<file path="src/rtl/ccs_pkg.sv">
// Shared types, codes and constants of the capacitor charge sequencer.
package ccs_pkg;

    localparam int unsigned COUNT_W   = 13;
    localparam int unsigned CFG_IDX_W = 3;
    localparam int unsigned CFG_DATA_W = 13;
    localparam int unsigned THRESH_W  = 12;

    localparam logic [COUNT_W-1:0] COUNT_MAX = {COUNT_W{1'b1}};

    // Sequencer modes
    typedef enum logic [2:0] {
        MODE_IDLE  = 3'd0,
        MODE_BUCK  = 3'd1,
        MODE_BOOST = 3'd2,
        MODE_STOP  = 3'd3,
        MODE_ERROR = 3'd4
    } t_mode;

    // Converter burst codes
    typedef enum logic [1:0] {
        BURST_NONE  = 2'd0,
        BURST_BUCK  = 2'd1,
        BURST_BOOST = 2'd2
    } t_burst;

    // Kick request codes
    localparam logic [1:0] KIND_NONE     = 2'd0;
    localparam logic [1:0] KIND_STRAIGHT = 2'd1;
    localparam logic [1:0] KIND_CHIP     = 2'd2;

    // Configuration register indexes
    localparam logic [CFG_IDX_W-1:0] CFG_STOP_LEVEL      = 3'd0;
    localparam logic [CFG_IDX_W-1:0] CFG_RESTART_LEVEL   = 3'd1;
    localparam logic [CFG_IDX_W-1:0] CFG_KICK_FLOOR      = 3'd2;
    localparam logic [CFG_IDX_W-1:0] CFG_SUPPLY_LOW      = 3'd3;
    localparam logic [CFG_IDX_W-1:0] CFG_SUPPLY_RESUME   = 3'd4;
    localparam logic [CFG_IDX_W-1:0] CFG_BOOST_MARGIN    = 3'd5;
    localparam logic [CFG_IDX_W-1:0] CFG_MAX_BUCK_STEPS  = 3'd6;
    localparam logic [CFG_IDX_W-1:0] CFG_MAX_BOOST_STEPS = 3'd7;

    // Configuration reset values
    localparam logic [7:0]         RST_STOP_LEVEL      = 8'd200;
    localparam logic [7:0]         RST_RESTART_LEVEL   = 8'd197;
    localparam logic [7:0]         RST_KICK_FLOOR      = 8'd150;
    localparam logic [7:0]         RST_SUPPLY_LOW      = 8'd130;
    localparam logic [7:0]         RST_SUPPLY_RESUME   = 8'd140;
    localparam logic [7:0]         RST_BOOST_MARGIN    = 8'd20;
    localparam logic [COUNT_W-1:0] RST_MAX_BUCK_STEPS  = 13'd300;
    localparam logic [COUNT_W-1:0] RST_MAX_BOOST_STEPS = 13'd6000;

    localparam logic [7:0] POWER_MAX = 8'd255;

    typedef struct packed {
        logic [7:0]         stop_level;
        logic [7:0]         restart_level;
        logic [7:0]         kick_floor;
        logic [7:0]         supply_low;
        logic [7:0]         supply_resume;
        logic [7:0]         boost_margin;
        logic [COUNT_W-1:0] max_buck_steps;
        logic [COUNT_W-1:0] max_boost_steps;
    } t_cfg;

    typedef struct packed {
        logic [7:0]  supply_tenths;
        logic [7:0]  cap_volts;
        logic        charge_enable;
        logic [1:0]  kick_kind;
        logic [15:0] kick_strength;
    } t_item;

    typedef struct packed {
        t_burst     burst;
        logic       kick_fire;
        logic       kick_direct;
        logic [7:0] kick_power;
        t_mode      mode;
        logic       charging;
        logic       fault;
    } t_result;

endpackage

</file>
<file path="src/rtl/ccs_cfg_regs.sv">
// Configuration register file of the capacitor charge sequencer.
module ccs_cfg_regs
    import ccs_pkg::*;
(
    input  logic                  i_clk,
    input  logic                  i_rst_n,
    input  logic                  i_cfg_we,
    input  logic [CFG_IDX_W-1:0]  i_cfg_addr,
    input  logic [CFG_DATA_W-1:0] i_cfg_data,
    output t_cfg                  o_cfg
);

    t_cfg r_cfg;

    // Load reset values, then take writes by index
    always_ff @(posedge i_clk) begin
        if (!i_rst_n) begin
            r_cfg.stop_level      <= RST_STOP_LEVEL;
            r_cfg.restart_level   <= RST_RESTART_LEVEL;
            r_cfg.kick_floor      <= RST_KICK_FLOOR;
            r_cfg.supply_low      <= RST_SUPPLY_LOW;
            r_cfg.supply_resume   <= RST_SUPPLY_RESUME;
            r_cfg.boost_margin    <= RST_BOOST_MARGIN;
            r_cfg.max_buck_steps  <= RST_MAX_BUCK_STEPS;
            r_cfg.max_boost_steps <= RST_MAX_BOOST_STEPS;
        end else if (i_cfg_we) begin
            case (i_cfg_addr)
                CFG_STOP_LEVEL:      r_cfg.stop_level      <= i_cfg_data[7:0];
                CFG_RESTART_LEVEL:   r_cfg.restart_level   <= i_cfg_data[7:0];
                CFG_KICK_FLOOR:      r_cfg.kick_floor      <= i_cfg_data[7:0];
                CFG_SUPPLY_LOW:      r_cfg.supply_low      <= i_cfg_data[7:0];
                CFG_SUPPLY_RESUME:   r_cfg.supply_resume   <= i_cfg_data[7:0];
                CFG_BOOST_MARGIN:    r_cfg.boost_margin    <= i_cfg_data[7:0];
                CFG_MAX_BUCK_STEPS:  r_cfg.max_buck_steps  <= i_cfg_data[COUNT_W-1:0];
                CFG_MAX_BOOST_STEPS: r_cfg.max_boost_steps <= i_cfg_data[COUNT_W-1:0];
                default: begin
                end
            endcase
        end
    end

    assign o_cfg = r_cfg;

endmodule

</file>
<file path="src/rtl/ccs_step_logic.sv">
// Next-state and result logic for one control tick of the charge sequencer.
module ccs_step_logic
    import ccs_pkg::*;
(
    input  t_mode              i_mode,
    input  logic [COUNT_W-1:0] i_count,
    input  t_item              i_item,
    input  t_cfg               i_cfg,
    output t_result            o_res,
    output logic [COUNT_W-1:0] o_count
);

    t_mode               m;
    logic [COUNT_W-1:0]  cnt;
    logic [COUNT_W-1:0]  cnt_inc;
    logic [THRESH_W-1:0] boost_thresh;
    t_burst              burst;
    logic                kick;
    logic                kick_ok;
    logic                straight;
    logic [7:0]          power;

    // Saturating step counter
    assign cnt_inc = (i_count == COUNT_MAX) ? i_count : i_count + 1'b1;

    // Buck-to-boost threshold: ten times cap volts plus margin
    assign boost_thresh = {1'b0, i_item.cap_volts, 3'b000}
                        + {3'b000, i_item.cap_volts, 1'b0}
                        + {4'b0000, i_cfg.boost_margin};

    assign kick_ok = (i_cfg.kick_floor <= i_item.cap_volts) && (i_item.kick_kind != KIND_NONE);

    // Step the sequencer
    always_comb begin
        m        = i_mode;
        cnt      = i_count;
        burst    = BURST_NONE;
        kick     = 1'b0;
        straight = 1'b0;
        power    = '0;
        if (m > MODE_ERROR) begin
            m = MODE_ERROR;
        end
        if (!i_item.charge_enable && m != MODE_ERROR) begin
            m = MODE_IDLE;
        end
        case (m)
            MODE_IDLE: begin
                if (i_item.charge_enable && i_cfg.supply_resume <= i_item.supply_tenths) begin
                    cnt = '0;
                    m   = MODE_BUCK;
                end
            end
            MODE_BUCK: begin
                if (i_item.supply_tenths <= i_cfg.supply_low) begin
                    m = MODE_IDLE;
                end else if ({4'b0000, i_item.supply_tenths} <= boost_thresh) begin
                    cnt = '0;
                    m   = MODE_BOOST;
                end else begin
                    cnt   = cnt_inc;
                    burst = BURST_BUCK;
                    if (i_cfg.max_buck_steps <= cnt_inc) begin
                        m = MODE_ERROR;
                    end
                end
            end
            MODE_BOOST: begin
                if (i_item.supply_tenths <= i_cfg.supply_low) begin
                    m = MODE_IDLE;
                end else if (i_cfg.stop_level <= i_item.cap_volts) begin
                    m = MODE_STOP;
                end else if (kick_ok) begin
                    kick = 1'b1;
                end else begin
                    cnt   = cnt_inc;
                    burst = BURST_BOOST;
                    if (i_cfg.max_boost_steps <= cnt_inc) begin
                        m = MODE_ERROR;
                    end
                end
            end
            MODE_STOP: begin
                if (i_item.cap_volts <= i_cfg.restart_level) begin
                    cnt = '0;
                    m   = MODE_BUCK;
                end else if (kick_ok) begin
                    kick = 1'b1;
                end
            end
            MODE_ERROR: begin
            end
            default: begin
                m = MODE_ERROR;
            end
        endcase
        // A fired kick drops back to idle within the tick
        if (kick) begin
            straight = (i_item.kick_kind == KIND_STRAIGHT);
            power    = (|i_item.kick_strength[15:8]) ? POWER_MAX : i_item.kick_strength[7:0];
            m        = MODE_IDLE;
        end
    end

    assign o_res.burst         = burst;
    assign o_res.kick_fire     = kick;
    assign o_res.kick_direct   = straight;
    assign o_res.kick_power    = power;
    assign o_res.mode          = m;
    assign o_res.charging      = (m == MODE_BUCK) || (m == MODE_BOOST);
    assign o_res.fault         = (m == MODE_ERROR);
    assign o_count             = cnt;

endmodule

</file>
<file path="src/rtl/capacitor_charge_sequencer_core.sv">
// Top level of the capacitor charge sequencer: input stage, step logic, result stage.
//
// Usage:
//   One control tick enters per transfer on the input channel (i_in_valid /
//   o_in_ready) and yields exactly one result on the output channel
//   (o_out_valid / i_out_ready). Configuration is written through i_cfg_we,
//   i_cfg_addr and i_cfg_data while the block is idle; a write lands at once.
//   A tick accepted into the input register passes through the step logic to
//   the result register (two register stages: input register, result register).
//   Throughput: one tick per cycle while i_out_ready is high; the mode and step
//   counter update through compares and one increment between the two registers.
//   Stall: when the receiver holds i_out_ready low the result register holds,
//   the input register still takes one more tick, then o_in_ready drops until
//   the result is taken.
//   Reset (i_rst_n low, synchronous): mode returns to idle, the step count to
//   zero, both stages empty and all configuration registers to their defaults.
module capacitor_charge_sequencer_core
    import ccs_pkg::*;
(
    input  logic                  i_clk,
    input  logic                  i_rst_n,
    // Configuration write port
    input  logic                  i_cfg_we,
    input  logic [CFG_IDX_W-1:0]  i_cfg_addr,
    input  logic [CFG_DATA_W-1:0] i_cfg_data,
    // Input channel
    input  logic                  i_in_valid,
    output logic                  o_in_ready,
    input  logic [7:0]            i_supply_tenths,
    input  logic [7:0]            i_cap_volts,
    input  logic                  i_charge_enable,
    input  logic [1:0]            i_kick_kind,
    input  logic [15:0]           i_kick_strength,
    // Output channel
    output logic                  o_out_valid,
    input  logic                  i_out_ready,
    output logic [1:0]            o_burst,
    output logic                  o_kick_fire,
    output logic                  o_kick_direct,
    output logic [7:0]            o_kick_power,
    output logic [2:0]            o_mode,
    output logic                  o_charging,
    output logic                  o_fault
);

    t_cfg               cfg;
    t_item              r_in;
    logic               r_in_valid;
    t_result            r_out;
    logic               r_out_valid;
    t_mode              r_mode;
    logic [COUNT_W-1:0] r_count;
    t_result            n_out;
    logic [COUNT_W-1:0] n_count;
    logic               advance;
    logic               in_xfer;

    ccs_cfg_regs u_cfg (
        .i_clk      (i_clk),
        .i_rst_n    (i_rst_n),
        .i_cfg_we   (i_cfg_we),
        .i_cfg_addr (i_cfg_addr),
        .i_cfg_data (i_cfg_data),
        .o_cfg      (cfg)
    );

    ccs_step_logic u_step (
        .i_mode  (r_mode),
        .i_count (r_count),
        .i_item  (r_in),
        .i_cfg   (cfg),
        .o_res   (n_out),
        .o_count (n_count)
    );

    // Move the held tick into the result stage when that stage frees up
    assign advance    = r_in_valid && (!r_out_valid || i_out_ready);
    assign o_in_ready = !r_in_valid || advance;
    assign in_xfer    = i_in_valid && o_in_ready;

    // Input stage control
    always_ff @(posedge i_clk) begin
        if (!i_rst_n) begin
            r_in_valid <= 1'b0;
        end else if (in_xfer) begin
            r_in_valid <= 1'b1;
        end else if (advance) begin
            r_in_valid <= 1'b0;
        end
    end

    // Input stage payload
    always_ff @(posedge i_clk) begin
        if (in_xfer) begin
            r_in.supply_tenths <= i_supply_tenths;
            r_in.cap_volts     <= i_cap_volts;
            r_in.charge_enable <= i_charge_enable;
            r_in.kick_kind     <= i_kick_kind;
            r_in.kick_strength <= i_kick_strength;
        end
    end

    // Sequencer state: advance once per tick
    always_ff @(posedge i_clk) begin
        if (!i_rst_n) begin
            r_mode  <= MODE_IDLE;
            r_count <= '0;
        end else if (advance) begin
            r_mode  <= n_out.mode;
            r_count <= n_count;
        end
    end

    // Result stage control
    always_ff @(posedge i_clk) begin
        if (!i_rst_n) begin
            r_out_valid <= 1'b0;
        end else if (advance) begin
            r_out_valid <= 1'b1;
        end else if (i_out_ready) begin
            r_out_valid <= 1'b0;
        end
    end

    // Result stage payload
    always_ff @(posedge i_clk) begin
        if (advance) begin
            r_out <= n_out;
        end
    end

    assign o_out_valid     = r_out_valid;
    assign o_burst         = r_out.burst;
    assign o_kick_fire     = r_out.kick_fire;
    assign o_kick_direct   = r_out.kick_direct;
    assign o_kick_power    = r_out.kick_power;
    assign o_mode          = r_out.mode;
    assign o_charging      = r_out.charging;
    assign o_fault         = r_out.fault;

    // Error is left only through reset
    a_error_sticks: assert property (@(posedge i_clk) disable iff (!i_rst_n)
        (r_mode == MODE_ERROR) |=> (r_mode == MODE_ERROR))
        else $error("sequencer left error mode without reset");

    // State changes only when a tick moves to the result stage
    a_count_holds: assert property (@(posedge i_clk) disable iff (!i_rst_n)
        (i_rst_n && !advance) |=> ($stable(r_count) && $stable(r_mode)))
        else $error("sequencer state changed without a tick");

    // A fired kick issues no burst and returns to idle
    a_kick_idle: assert property (@(posedge i_clk) disable iff (!i_rst_n)
        (o_out_valid && o_kick_fire) |->
        (o_burst == BURST_NONE && r_out.mode == MODE_IDLE && !o_charging))
        else $error("kick result with burst or non-idle mode");

    // Presented mode matches the state just stored
    a_mode_tracks: assert property (@(posedge i_clk) disable iff (!i_rst_n)
        advance |=> (r_out.mode == r_mode))
        else $error("result mode differs from stored mode");

endmodule

</file>
<file path="config.mk">
export PLATFORM = sky130hd
export DESIGN_NAME = capacitor_charge_sequencer_core
export DESIGN_NICKNAME = d
export VERILOG_FILES = /design/src/rtl/ccs_pkg.sv /design/src/rtl/ccs_cfg_regs.sv /design/src/rtl/ccs_step_logic.sv /design/src/rtl/capacitor_charge_sequencer_core.sv
export SDC_FILE = /design/constraint.sdc
export NUM_CORES = 1
export LEC_CHECK = 0
export BUFFER_PORTS_ARGS = -buffer_cell sky130_fd_sc_hd__buf_4
export CAP_MARGIN = 20
export CORE_ASPECT_RATIO = 0.9
export CORE_MARGIN = 2
export CORE_UTILIZATION = 60
export CTS_CLUSTER_SIZE = 25
export DETAILED_ROUTE_END_ITERATION = 12
export GPL_TIMING_DRIVEN = 0
export PLACE_DENSITY = 0.85
export SLEW_MARGIN = 5
export SYNTH_ARGS = -nofsm -noshare
export SYNTH_HDL_FRONTEND = slang
export SYNTH_HIERARCHICAL = 1
export SYNTH_SLANG_ARGS = --single-unit
</file>
<file path="constraint.sdc">
create_clock -name i_clk -period 6.4 [get_ports i_clk]
set_input_delay 0.64 -clock i_clk [delete_from_list [all_inputs] [get_ports i_clk]]
set_output_delay 0.64 -clock i_clk [all_outputs]
set_load 0.02 [all_outputs]
</file>
==> impl_metrics.yaml, run 1 <==
outcome:
  outcome: "complete, no violations"
worst_setup_path:
  r2r-start: "r_count[4]"
  crit_path_start_kind: "register"
  max_stage_delay_ns: 0.46
  cp-end-kind: "register"
  path_cells: "and4_1 > nand4_1 > nor2_1 > nand2_1 > and4_1 > clkbuf_1 > and3_1 > xnor2_1 > ha_1 > a21oi_1 > nor2_1 > a211oi_1 > o21ai_0 > o31a_1 > and2_1 > or3b_2 > a21oi_1"
  worstPathRequired_ns: 6.68
  rr_worst_depth: 17
  critPathSlowestCell: "dfxtp_1"
  r2r-end: "o_charging"
  rrSetupSlack_ns: 1.76
  cp_max_fo: 8
  arrival_ns: 4.91
  criticalPathCategory: "reg -> reg"
final_layout:
  syn2layout_area_growth_pct: 15.9
  drive_gt1_share_pct: 14.8
  antenna_cells: 0
  fill_cells: 951
  nets: 1066
place:
  gp_congestion: 0.860
  dp_hpwl_um: 14600
  port_buffers: 73
clock_network:
  clk_pin_slew_ns: 0.06
  post_cts_resized: 0
  clock_latency_ns: 0.43
  cts_buffers: 17
  cts_htree_levels: 4
  clk_path_buf_depth: 2
  root_buffer: "clkbuf_16"
  post_cts_buffers: 0
  cts_sinks: 144
  cts_tree: "done"
  postCtsHoldBufs: 0
power_and_ir_drop:
  power_per_cell_area_nw_per_um2: 233
  power.leakage_nw: 4.18
  vdd_drop_max_mv: 0.222
  power.total_mw: 2.24
synth:
  synth_compound_area_share_pct: 10.9
  synth_fa_ha_area_share_pct: 14.4
  synth-simple-area-share_pct: 16.5
  syn_area_sq_um: 8300
  synth_edf_count: 52
  synth_top_family_by_area: "simple AND/OR/NAND/NOR gates"
  postSynthAreaPerCell_sq_um: 10.0
  ys_warn_count: 6
  synth-xor-area-share_pct: 1.58
  syn_inst: 826
  synth-seq-cells: 144
  syn_nets: 974
  synth-seq-area-share_pct: 41.0
  ys_types: 70
  synth.area.mux_share_pct: 11.1
  async_reset_ff_share_pct: 0
  synthFlopType: "dfxtp_1"
sta:
  setup_viol: 0
  setup_tns_ns: 0
  timing.fmax_mhz: 216
  skew_ns: 0.00945
  final_max_slew_viol_count: 0
  worst_pin_slew_ns: 0.962
  hold_viol: 0
  max-slew-margin-rel_pct: 35.2
  fin_crit_sh_pct: 72.4
  finalWorstPathRequiredPeriod_ns: 4.64
  rsz0062_at_grt: "false"
global_routing:
  grt_pass1_vias: 6319
  grt_use_total_pct: 27.7
  antenna_found_initial: 0
  grt_overflow_total: 0
  grt_pass1_wl_um: 31400
  grt_max_degree: 36
floorplan:
  die_w_um: 128
  die-area_sq_um: 14800
  row_count: 40
  initial_utilization_pct: 61.9
  io_pins: 75
  die_y_um: 116
  core_sq_um: 13400
route:
  remaining_drc_errors: 0
  dr.pass1.iters: 7
  avgViaCountPerCell: 5.89
  vias: 6477
  wl_um: 19700
  drt_iter0_markers: 572
  wire_per_inst_um: 17.9
  final_antenna_net_count: 0
hold_path:
  hold_start: "i_kick_strength[1]"
  min_to: "r_in[1]"
  holdPathStages: 1
  worstHoldPathType: "in -> reg"
flow_run:
  cap_violations: 0
## flip-flops by register name, summed over array words and instances (netlist names)
| register | flops |
|---|---|
| u_cfg/o_cfg | 74 |
| r_in | 35 |
| r_count | 13 |
| o_kick_power | 8 |
| o_mode | 3 |
| r_mode | 3 |
| o_burst | 2 |
| o_charging | 1 |
| o_fault | 1 |
| o_kick_direct | 1 |
| o_kick_fire | 1 |
| o_out_valid | 1 |
| r_in_valid | 1 |
## power breakdown
group	internal, mW	switching [mW]	total, mW
sequential	0.979	0.0212	1.00
clock	0.545	0.390	0.935
combinational	0.131	0.173	0.304
total	1.65	0.584	2.24
## stage by stage
stage | hold slack, ns | setup WS, ns | instances | area, sq um | utilization [%]
after floorplan | 0.435 | 2.28 | 826 | 8300 | -
after global placement | 0.444 | 1.88 | 1067 | 9050 | 67.5
after detailed placement | 0.455 | 1.86 | 1067 | 9060 | 67.5
after CTS | 0.368 | 1.84 | 1099 | 9610 | 71.7
after global routing | 0.365 | 1.50 | 1099 | 9610 | 71.7
final | 0.384 | 1.76 | 1099 | 9610 | 71.7
## logic make-up after synthesis
| logic type | after synthesis |
|---|---|
| flip-flops | 144 |
| XOR/XNOR | 15 |
| AND/OR/NAND/NOR | 265 |
| multiplexers | 92 |
| buffers and inverters | 80 |
| adder cells (fa/ha/maj) | 92 |
| AO/OA/AOI/OAI | 138 |
## worst max-delay path by stage
stage | startpoint | endpoint | slack, ns | depth (start not counted)
3_3_place_gp | r_in[19] | r_count[2] | 1.88 | 16
5_1_grt | r_count[4] | o_charging | 1.50 | 17
6_report | r_count[4] | o_charging | 1.76 | 17
4_1_cts | r_in[19] | r_count[2] | 1.84 | 16
3_5_place_dp | r_in[19] | r_count[2] | 1.86 | 16
2_1_floorplan | r_in[19] | r_count[2] | 2.28 | 16
## cell usage in the layout (no fill, tap or decap), types with 3 or more instances in the layout
cell        count
clkbuf_1       18
a211oi_1        5
and4_1          5
dfxtp_1        92
nor4_1          3
buf_4          75
nand3_1         8
o211ai_1        4
clkinvlp_4      4
a21oi_1        45
o21a_1         15
buf_6           4
nand2_1       117
mux2i_1        92
a31oi_1         3
nand4b_1        3
edfxtp_1       52
or2_2           3
nand4_1        21
nor2b_1        51
xnor2_1         8
fa_1            6
o21ai_0        23
a21o_1         10
nor3_1          6
xor2_1          7
and2_1          3
nor2_1         21
ha_1           86
clkinv_2        3
clkbuf_16      17
o21ai_1         4
buf_2          14
nand2b_1        4
inv_1          43
a211o_1         5
## area by class of cell
type / count / area (sq um) / area share, %
clock inverters: 12 / 110 / 1.15
well taps: 168 / 210 / 2.19
plain buffers: 37 / 210 / 2.19
clock buffers: 20 / 447 / 4.65
repair buffers: 73 / 548 / 5.70
inverters: 43 / 161 / 1.68
multi-input cells: 602 / 4520 / 47.1
flip-flops and latches: 144 / 3400 / 35.4
## metal layers
metal | GRT usage, % | vias to the layer above | part of all wire (%)
met4 | 10.8 | 0 | 2.5
li1 | - | 3148 | -
met3 | 6.56 | 42 | 6.9
met5 | 0 | - | 0
met1 | 36.8 | 3052 | 45
met2 | 44.2 | 235 | 45
## worst max-delay path: cells and delay by family (launching register included)
family,cells,cell delay (ns)
AOI/OAI and AO/OA,5,1.00
xor gates and xnor gates,1,0.35
adders and majority gates,1,0.33
buffers and inverters,1,0.17
DFF,1,0.46
and+or+nand+nor,9,2.18
## synth_stat cells (all sizes together) (8+ instances only)
library cell,instances,share of area [%]
o21a,16,1.5
o21ai,27,1.6
nand4,21,1.6
nor2,22,1.0
dfxtp,92,22
mux2i,92,11
clkbuf,16,0.72
ha,86,13
edfxtp,52,19
inv,43,1.9
a21o,10,0.90
nand3,8,0.48
a21oi,46,2.8
nor2b,53,4.1
xnor2,8,0.84
buf,21,1.8
nand2,117,5.3
Note: power is estimated with default switching activity, not from simulation.
==> inputs of run 2 (changes only) <==
--- a/config.mk
+++ b/config.mk
@@ -9,11 +9,11 @@
 export CAP_MARGIN = 20
 export CORE_ASPECT_RATIO = 0.9
 export CORE_MARGIN = 2
-export CORE_UTILIZATION = 60
+export CORE_UTILIZATION = 54
 export CTS_CLUSTER_SIZE = 25
 export DETAILED_ROUTE_END_ITERATION = 12
 export GPL_TIMING_DRIVEN = 0
-export PLACE_DENSITY = 0.85
+export PLACE_DENSITY = 0.81
 export SLEW_MARGIN = 5
 export SYNTH_ARGS = -nofsm -noshare
 export SYNTH_HDL_FRONTEND = slang
==> constraint.sdc (replaced) <==
create_clock -name i_clk -period 3.96 [get_ports i_clk]
set_input_delay 0.396 -clock i_clk [delete_from_list [all_inputs] [get_ports i_clk]]
set_output_delay 0.396 -clock i_clk [all_outputs]
set_load 0.02 [all_outputs]
==> impl_metrics.yaml, run 2 (synthesized netlist as in run 1, its figures left out) <==
clock_network:
  root_buffer: "clkbuf_16"
  cts_tree: "done"
  clk_pin_slew_ns: 0.06
  clock_latency_ns: 0.43
  clk_path_buf_depth: 2
  postCtsHoldBufs: 0
  cts_htree_levels: 4
  cts_buffers: 17
  cts_sinks: 144
sta:
  rsz0062_at_grt: "true"
  max-slew-margin-rel_pct: 34.3
  setup_tns_ns: -3.71
  final_max_slew_viol_count: 0
  hold_viol: 0
  finalWorstPathRequiredPeriod_ns: 4.22
  timing.fmax_mhz: 237
  worst_pin_slew_ns: 0.975
  setup_viol: 21
  fin_crit_sh_pct: 107
  setup_ws_ns: -0.259
  skew_ns: 0.00717
final_layout:
  largest_reg_flops: 74
  fill_cells: 1123
  final_cell_mix: "116 x nand2_1, 92 x mux2i_1, 90 x buf_4"
  nets: 1082
  drive_gt1_share_pct: 21.0
  syn2layout_area_growth_pct: 20.9
  antenna_cells: 0
  layout_commonest_cell: "nand2_1"
worst_setup_path:
  cp-end-kind: "register"
  critical_path.startpoint: "r_in[21]"
  crit_path_start_kind: "register"
  rr_worst_depth: 16
  r2r-start: "r_in[21]"
  r2r-end: "r_count[2]"
  criticalPathCategory: "reg -> reg"
  arrival_ns: 4.58
  rrSetupSlack_ns: -0.26
  cp_max_fo: 6
  worstPathRequired_ns: 4.32
  crit_end: "r_count[2]"
power_and_ir_drop:
  power.leakage_nw: 4.30
  power_per_cell_area_nw_per_um2: 369
  vdd_drop_max_mv: 0.389
  power.total_mw: 3.70
global_routing:
  antenna_found_initial: 0
  grt_use_total_pct: 25.9
  grt_overflow_total: 0
  grt_max_degree: 36
  grt_pass1_vias: 6386
  grt_pass1_wl_um: 32600
outcome:
  outcome: "finished with violations"
  failed_checks: "setup timing"
place:
  gp_congestion: 0.881
  port_buffers: 73
  dp_hpwl_um: 14300
route:
  dr.pass1.iters: 6
  wire_per_inst_um: 18.0
  avgViaCountPerCell: 5.75
  wl_um: 20600
  remaining_drc_errors: 0
  drt_iter0_markers: 549
  final_antenna_net_count: 0
  vias: 6585
floorplan:
  die-area_sq_um: 16400
  row_count: 42
  io_pins: 75
  die_w_um: 135
  initial_utilization_pct: 55.8
  core_sq_um: 14900
  die_y_um: 122
hold_path:
  worstHoldPathType: "in -> reg"
flow_run:
  cap_violations: 0
run 2: layout make-up:
cell class                 instances  area, sq um  share of cell area, %
clock buffer                      17          425                   4.24
timing repair buffer              90          683                   6.81
inverter                          43          161                   1.61
multi-input combinational        602         4760                   47.4
clock inverter                    15          136                   1.36
tap                              198          248                   2.47
sequential                       144         3410                   34.0
buffer                            36          206                   2.06
run 2: critical path: stages (launching register included):
cell       delay [ns]
edfxtp_1         0.48
fa_1             0.54
fa_2             0.37
a21o_1           0.19
a21oi_2          0.17
xor2_1           0.18
ha_1             0.28
nand3_2          0.11
nor3_2           0.06
a221o_1          0.26
or4_4            0.54
a2111oi_4        0.37
nor2_4           0.13
a31o_1           0.22
a21oi_2          0.11
nand2_1          0.05
mux2i_1          0.12
run 2: through the flow:
| step | utilization, % | instances | area (sq um) | hold slack (ns) | worst slack (ns) |
|---|---|---|---|---|---|
| 2_1_floorplan | - | 826 | 8310 | 0.435 | -0.0763 |
| 3_3_place_gp | 61.3 | 1097 | 9110 | 0.442 | -0.526 |
| 3_5_place_dp | 61.3 | 1097 | 9110 | 0.452 | -0.561 |
| 4_1_cts | 66.5 | 1141 | 9900 | 0.132 | -0.251 |
| 5_1_grt | 67.4 | 1145 | 10000 | 0.122 | -0.525 |
| 6_report | 67.4 | 1145 | 10000 | 0.139 | -0.259 |
run 2: how the worst min path moves through the flow:
stage	start	end	cells after the start
3_5_place_dp	u_cfg/o_cfg[45]	u_cfg/o_cfg[45]	2
3_3_place_gp	u_cfg/o_cfg[50]	u_cfg/o_cfg[50]	2
5_1_grt	i_kick_strength[5]	r_in[5]	1
2_1_floorplan	u_cfg/o_cfg[50]	u_cfg/o_cfg[50]	2
6_report	i_cap_volts[1]	r_in[20]	1
4_1_cts	i_kick_strength[7]	r_in[7]	1
run 2: repair_timing:
action | 4_1_cts | 5_1_grt
setup endpoints to repair | 22 | 22
pin swaps | 9 | 10
setup buffers | 12 | 5
resized for setup | 27 | 31
run 2: routing by layer:
layer,wire length [um],track usage (%)
met5,0,0
met1,9300,34.3
met3,1160,5.91
met2,9700,41.6
met4,472,10.0
run 2: power by group:
group	total, mW	switching (mW)	internal (mW)	leakage (nW)
Combinational	0.548	0.308	0.240	2.79
Clock	1.54	0.668	0.868	0.264
Sequential	1.61	0.0326	1.58	1.25
==> inputs of run 3 (changes only) <==
--- a/config.mk
+++ b/config.mk
@@ -7,15 +7,12 @@
 export LEC_CHECK = 0
 export BUFFER_PORTS_ARGS = -buffer_cell sky130_fd_sc_hd__buf_4
 export CAP_MARGIN = 20
-export CORE_ASPECT_RATIO = 0.9
 export CORE_MARGIN = 2
 export CORE_UTILIZATION = 54
 export CTS_CLUSTER_SIZE = 25
 export DETAILED_ROUTE_END_ITERATION = 12
 export GPL_TIMING_DRIVEN = 0
-export PLACE_DENSITY = 0.81
-export SLEW_MARGIN = 5
+export PLACE_DENSITY = 0.82
 export SYNTH_ARGS = -nofsm -noshare
 export SYNTH_HDL_FRONTEND = slang
-export SYNTH_HIERARCHICAL = 1
 export SYNTH_SLANG_ARGS = --single-unit
==> impl_metrics.yaml, run 3 <==
worst_setup_path:
  r2r-end: "r_count[0]"
  cp-end-kind: "register"
  arrival_ns: 4.37
  worstPathRequired_ns: 4.32
  rr_worst_depth: 14
  criticalPathCategory: "reg -> reg"
  r2r-start: "r_in[21]"
  cp_max_fo: 5
  rrSetupSlack_ns: -0.04
  crit_path_start_kind: "register"
sta:
  rsz0062_at_grt: "true"
  setup_ws_ns: -0.0413
  hold_viol: 0
  setup_viol: 4
  setup_tns_ns: -0.111
  finalWorstPathRequiredPeriod_ns: 4.00
  fin_crit_sh_pct: 101
  worst_pin_slew_ns: 0.887
  holdWs_ns: 0.142
  max-slew-margin-rel_pct: 40.8
  final_max_slew_viol_count: 0
  skew_ns: 0.0127
  timing.fmax_mhz: 250
floorplan:
  row_count: 43
  initial_utilization_pct: 55.5
  core_sq_um: 13900
  io_pins: 75
  die_w_um: 124
  die-area_sq_um: 15300
  die_y_um: 124
synth:
  synth.area.top_cells: "dfxtp_1 24%, edfxtp_1 20%, ha_1 14%"
  postSynthAreaPerCell_sq_um: 9.19
  synth_edf_count: 52
  ys_top_cells_by_count: "170 x nand2_1, 92 x dfxtp_1, 86 x ha_1"
  synth-seq-cells: 144
  ys_warn_count: 0
  syn_inst: 842
  syn_area_sq_um: 7740
  async_reset_ff_share_pct: 0
  ys_types: 63
  yosysTopAreaCell: "dfxtp_1"
  synth_most_common_cell: "nand2_1"
  synthFlopType: "dfxtp_1"
  synth_top_area_share_pct: 23.8
  synth-seq-area-share_pct: 44.0
  syn_nets: 990
route:
  wl_um: 19700
  vias: 6698
  remaining_drc_errors: 0
  final_antenna_net_count: 0
  drt_iter0_markers: 612
  dr.pass1.iters: 5
  wire_per_inst_um: 17.4
  avgViaCountPerCell: 5.91
clock_network:
  root_buffer: "clkbuf_16"
  cts_sinks: 144
  clock_latency_ns: 0.43
  clk_path_buf_depth: 2
  cts_buffers: 17
  cts_htree_levels: 4
  postCtsHoldBufs: 0
  cts_tree: "done"
  clk_pin_slew_ns: 0.06
final_layout:
  layout_commonest_cell: "nand2_1"
  final_area_sq_um: 9430
  syn2layout_area_growth_pct: 21.8
  drive_gt1_share_pct: 16.8
  nets: 1088
  largest_reg_flops: 74
  final_cell_mix: "169 x nand2_1, 91 x dfxtp_1, 81 x ha_1"
  final_cell_count_no_fill: 1133
  fill_cells: 1033
  antenna_cells: 0
global_routing:
  grt_max_degree: 36
  grt_pass1_wl_um: 31800
  grt_pass1_vias: 6440
  grt_overflow_total: 0
  grt_use_total_pct: 27.2
  antenna_found_initial: 0
outcome:
  failed_checks: "setup timing"
  outcome: "finished with violations"
hold_path:
  holdPathStages: 1
  min_to: "r_in[11]"
  hold_start: "i_kick_strength[11]"
  worstHoldPathType: "in -> reg"
power_and_ir_drop:
  power_per_cell_area_nw_per_um2: 414
  vdd_drop_max_mv: 0.395
  power.leakage_nw: 3.85
  power.total_mw: 3.90
place:
  placed_area_sq_um: 8450
  dp.cells: 1086
  port_buffers: 64
  gp_congestion: 0.876
  dp_hpwl_um: 13700
flow_run:
  cap_violations: 0
## run 3: per-stage QoR
step / worst slack [ns] / utilization [%]
global route: -0.148 / 67.7
finish: -0.0413 / 67.7
floorplan: 0.303 / -
detailed placement: -0.330 / 60.6
CTS: 0.00118 / 66.4
global placement: -0.253 / 60.6
## run 3: worst max path at each step
stage             start         end  slack (ns)
3_5_place_dp   r_in[19]  r_count[0]       -0.33
5_1_grt        r_in[21]  r_count[0]       -0.15
3_3_place_gp   r_in[19]  r_count[7]       -0.25
2_1_floorplan  r_in[22]  o_charging        0.30
4_1_cts        r_in[19]  r_count[0]       0.001
6_report       r_in[21]  r_count[0]       -0.04
## run 3: power by group
group / switching, mW / internal [mW]
Sequential: 0.0345 / 1.59
Combinational: 0.289 / 0.218
Clock: 0.635 / 1.14
Total: 0.958 / 2.94
## run 3: worst max-delay path, stage by stage (launching register included)
cell and delay, ns:
edfxtp_1 0.48, fa_1 0.59, ha_4 0.34, nand3_1 0.13
nor2_2 0.20, nor3_1 0.08, or2_4 0.28, ha_4 0.28
nand4_1 0.13, a311oi_2 0.30, o211a_1 0.29, a41oi_4 0.19
or2b_4 0.34, o21ai_2 0.12, a32o_2 0.18
## run 3: cell type report
cell class | instances | area (sq um) | share of cell area (%)
Multi-Input combinational cell | 622 | 4250 | 45.1
Sequential cell | 144 | 3400 | 36.1
Clock buffer | 19 | 443 | 4.70
Inverter | 47 | 176 | 1.87
Clock inverter | 13 | 210 | 2.23
Timing Repair Buffer | 79 | 597 | 6.33
Buffer | 29 | 120 | 1.27
Tap cell | 180 | 225 | 2.39
## run 3: cell families (layout without fill, tap and decap cells)
logic type      count (synthesis)  after routing  synth area share [%]
simple gates                  345            345                  20.8
compound gates                167            167                  13.9
flops                         144            144                  44.0
fa+ha+maj                      92             92                  15.5
buf+inv                        76            187                  3.83
xor+xnor                       14             14                  1.58
mux                             4              4                 0.517
## run 3: routing by layer
metal  wire, um  GRT usage (%)  up-vias  share of wire [%]
met5          0              0        -                  0
met4        738           12.0        0                3.7
met3       1260           5.45       56                6.4
met2       9370           44.6      281                 47
met1       8370           34.9     3162                 42
li1           -              -     3199                  -
## run 3: timing repair
action	4_1_cts	5_1_grt
setup buffers	8	7
gates resized for setup	13	27
endpoints found under the setup margin	19	21
pin swaps	7	25
cloned	0	0
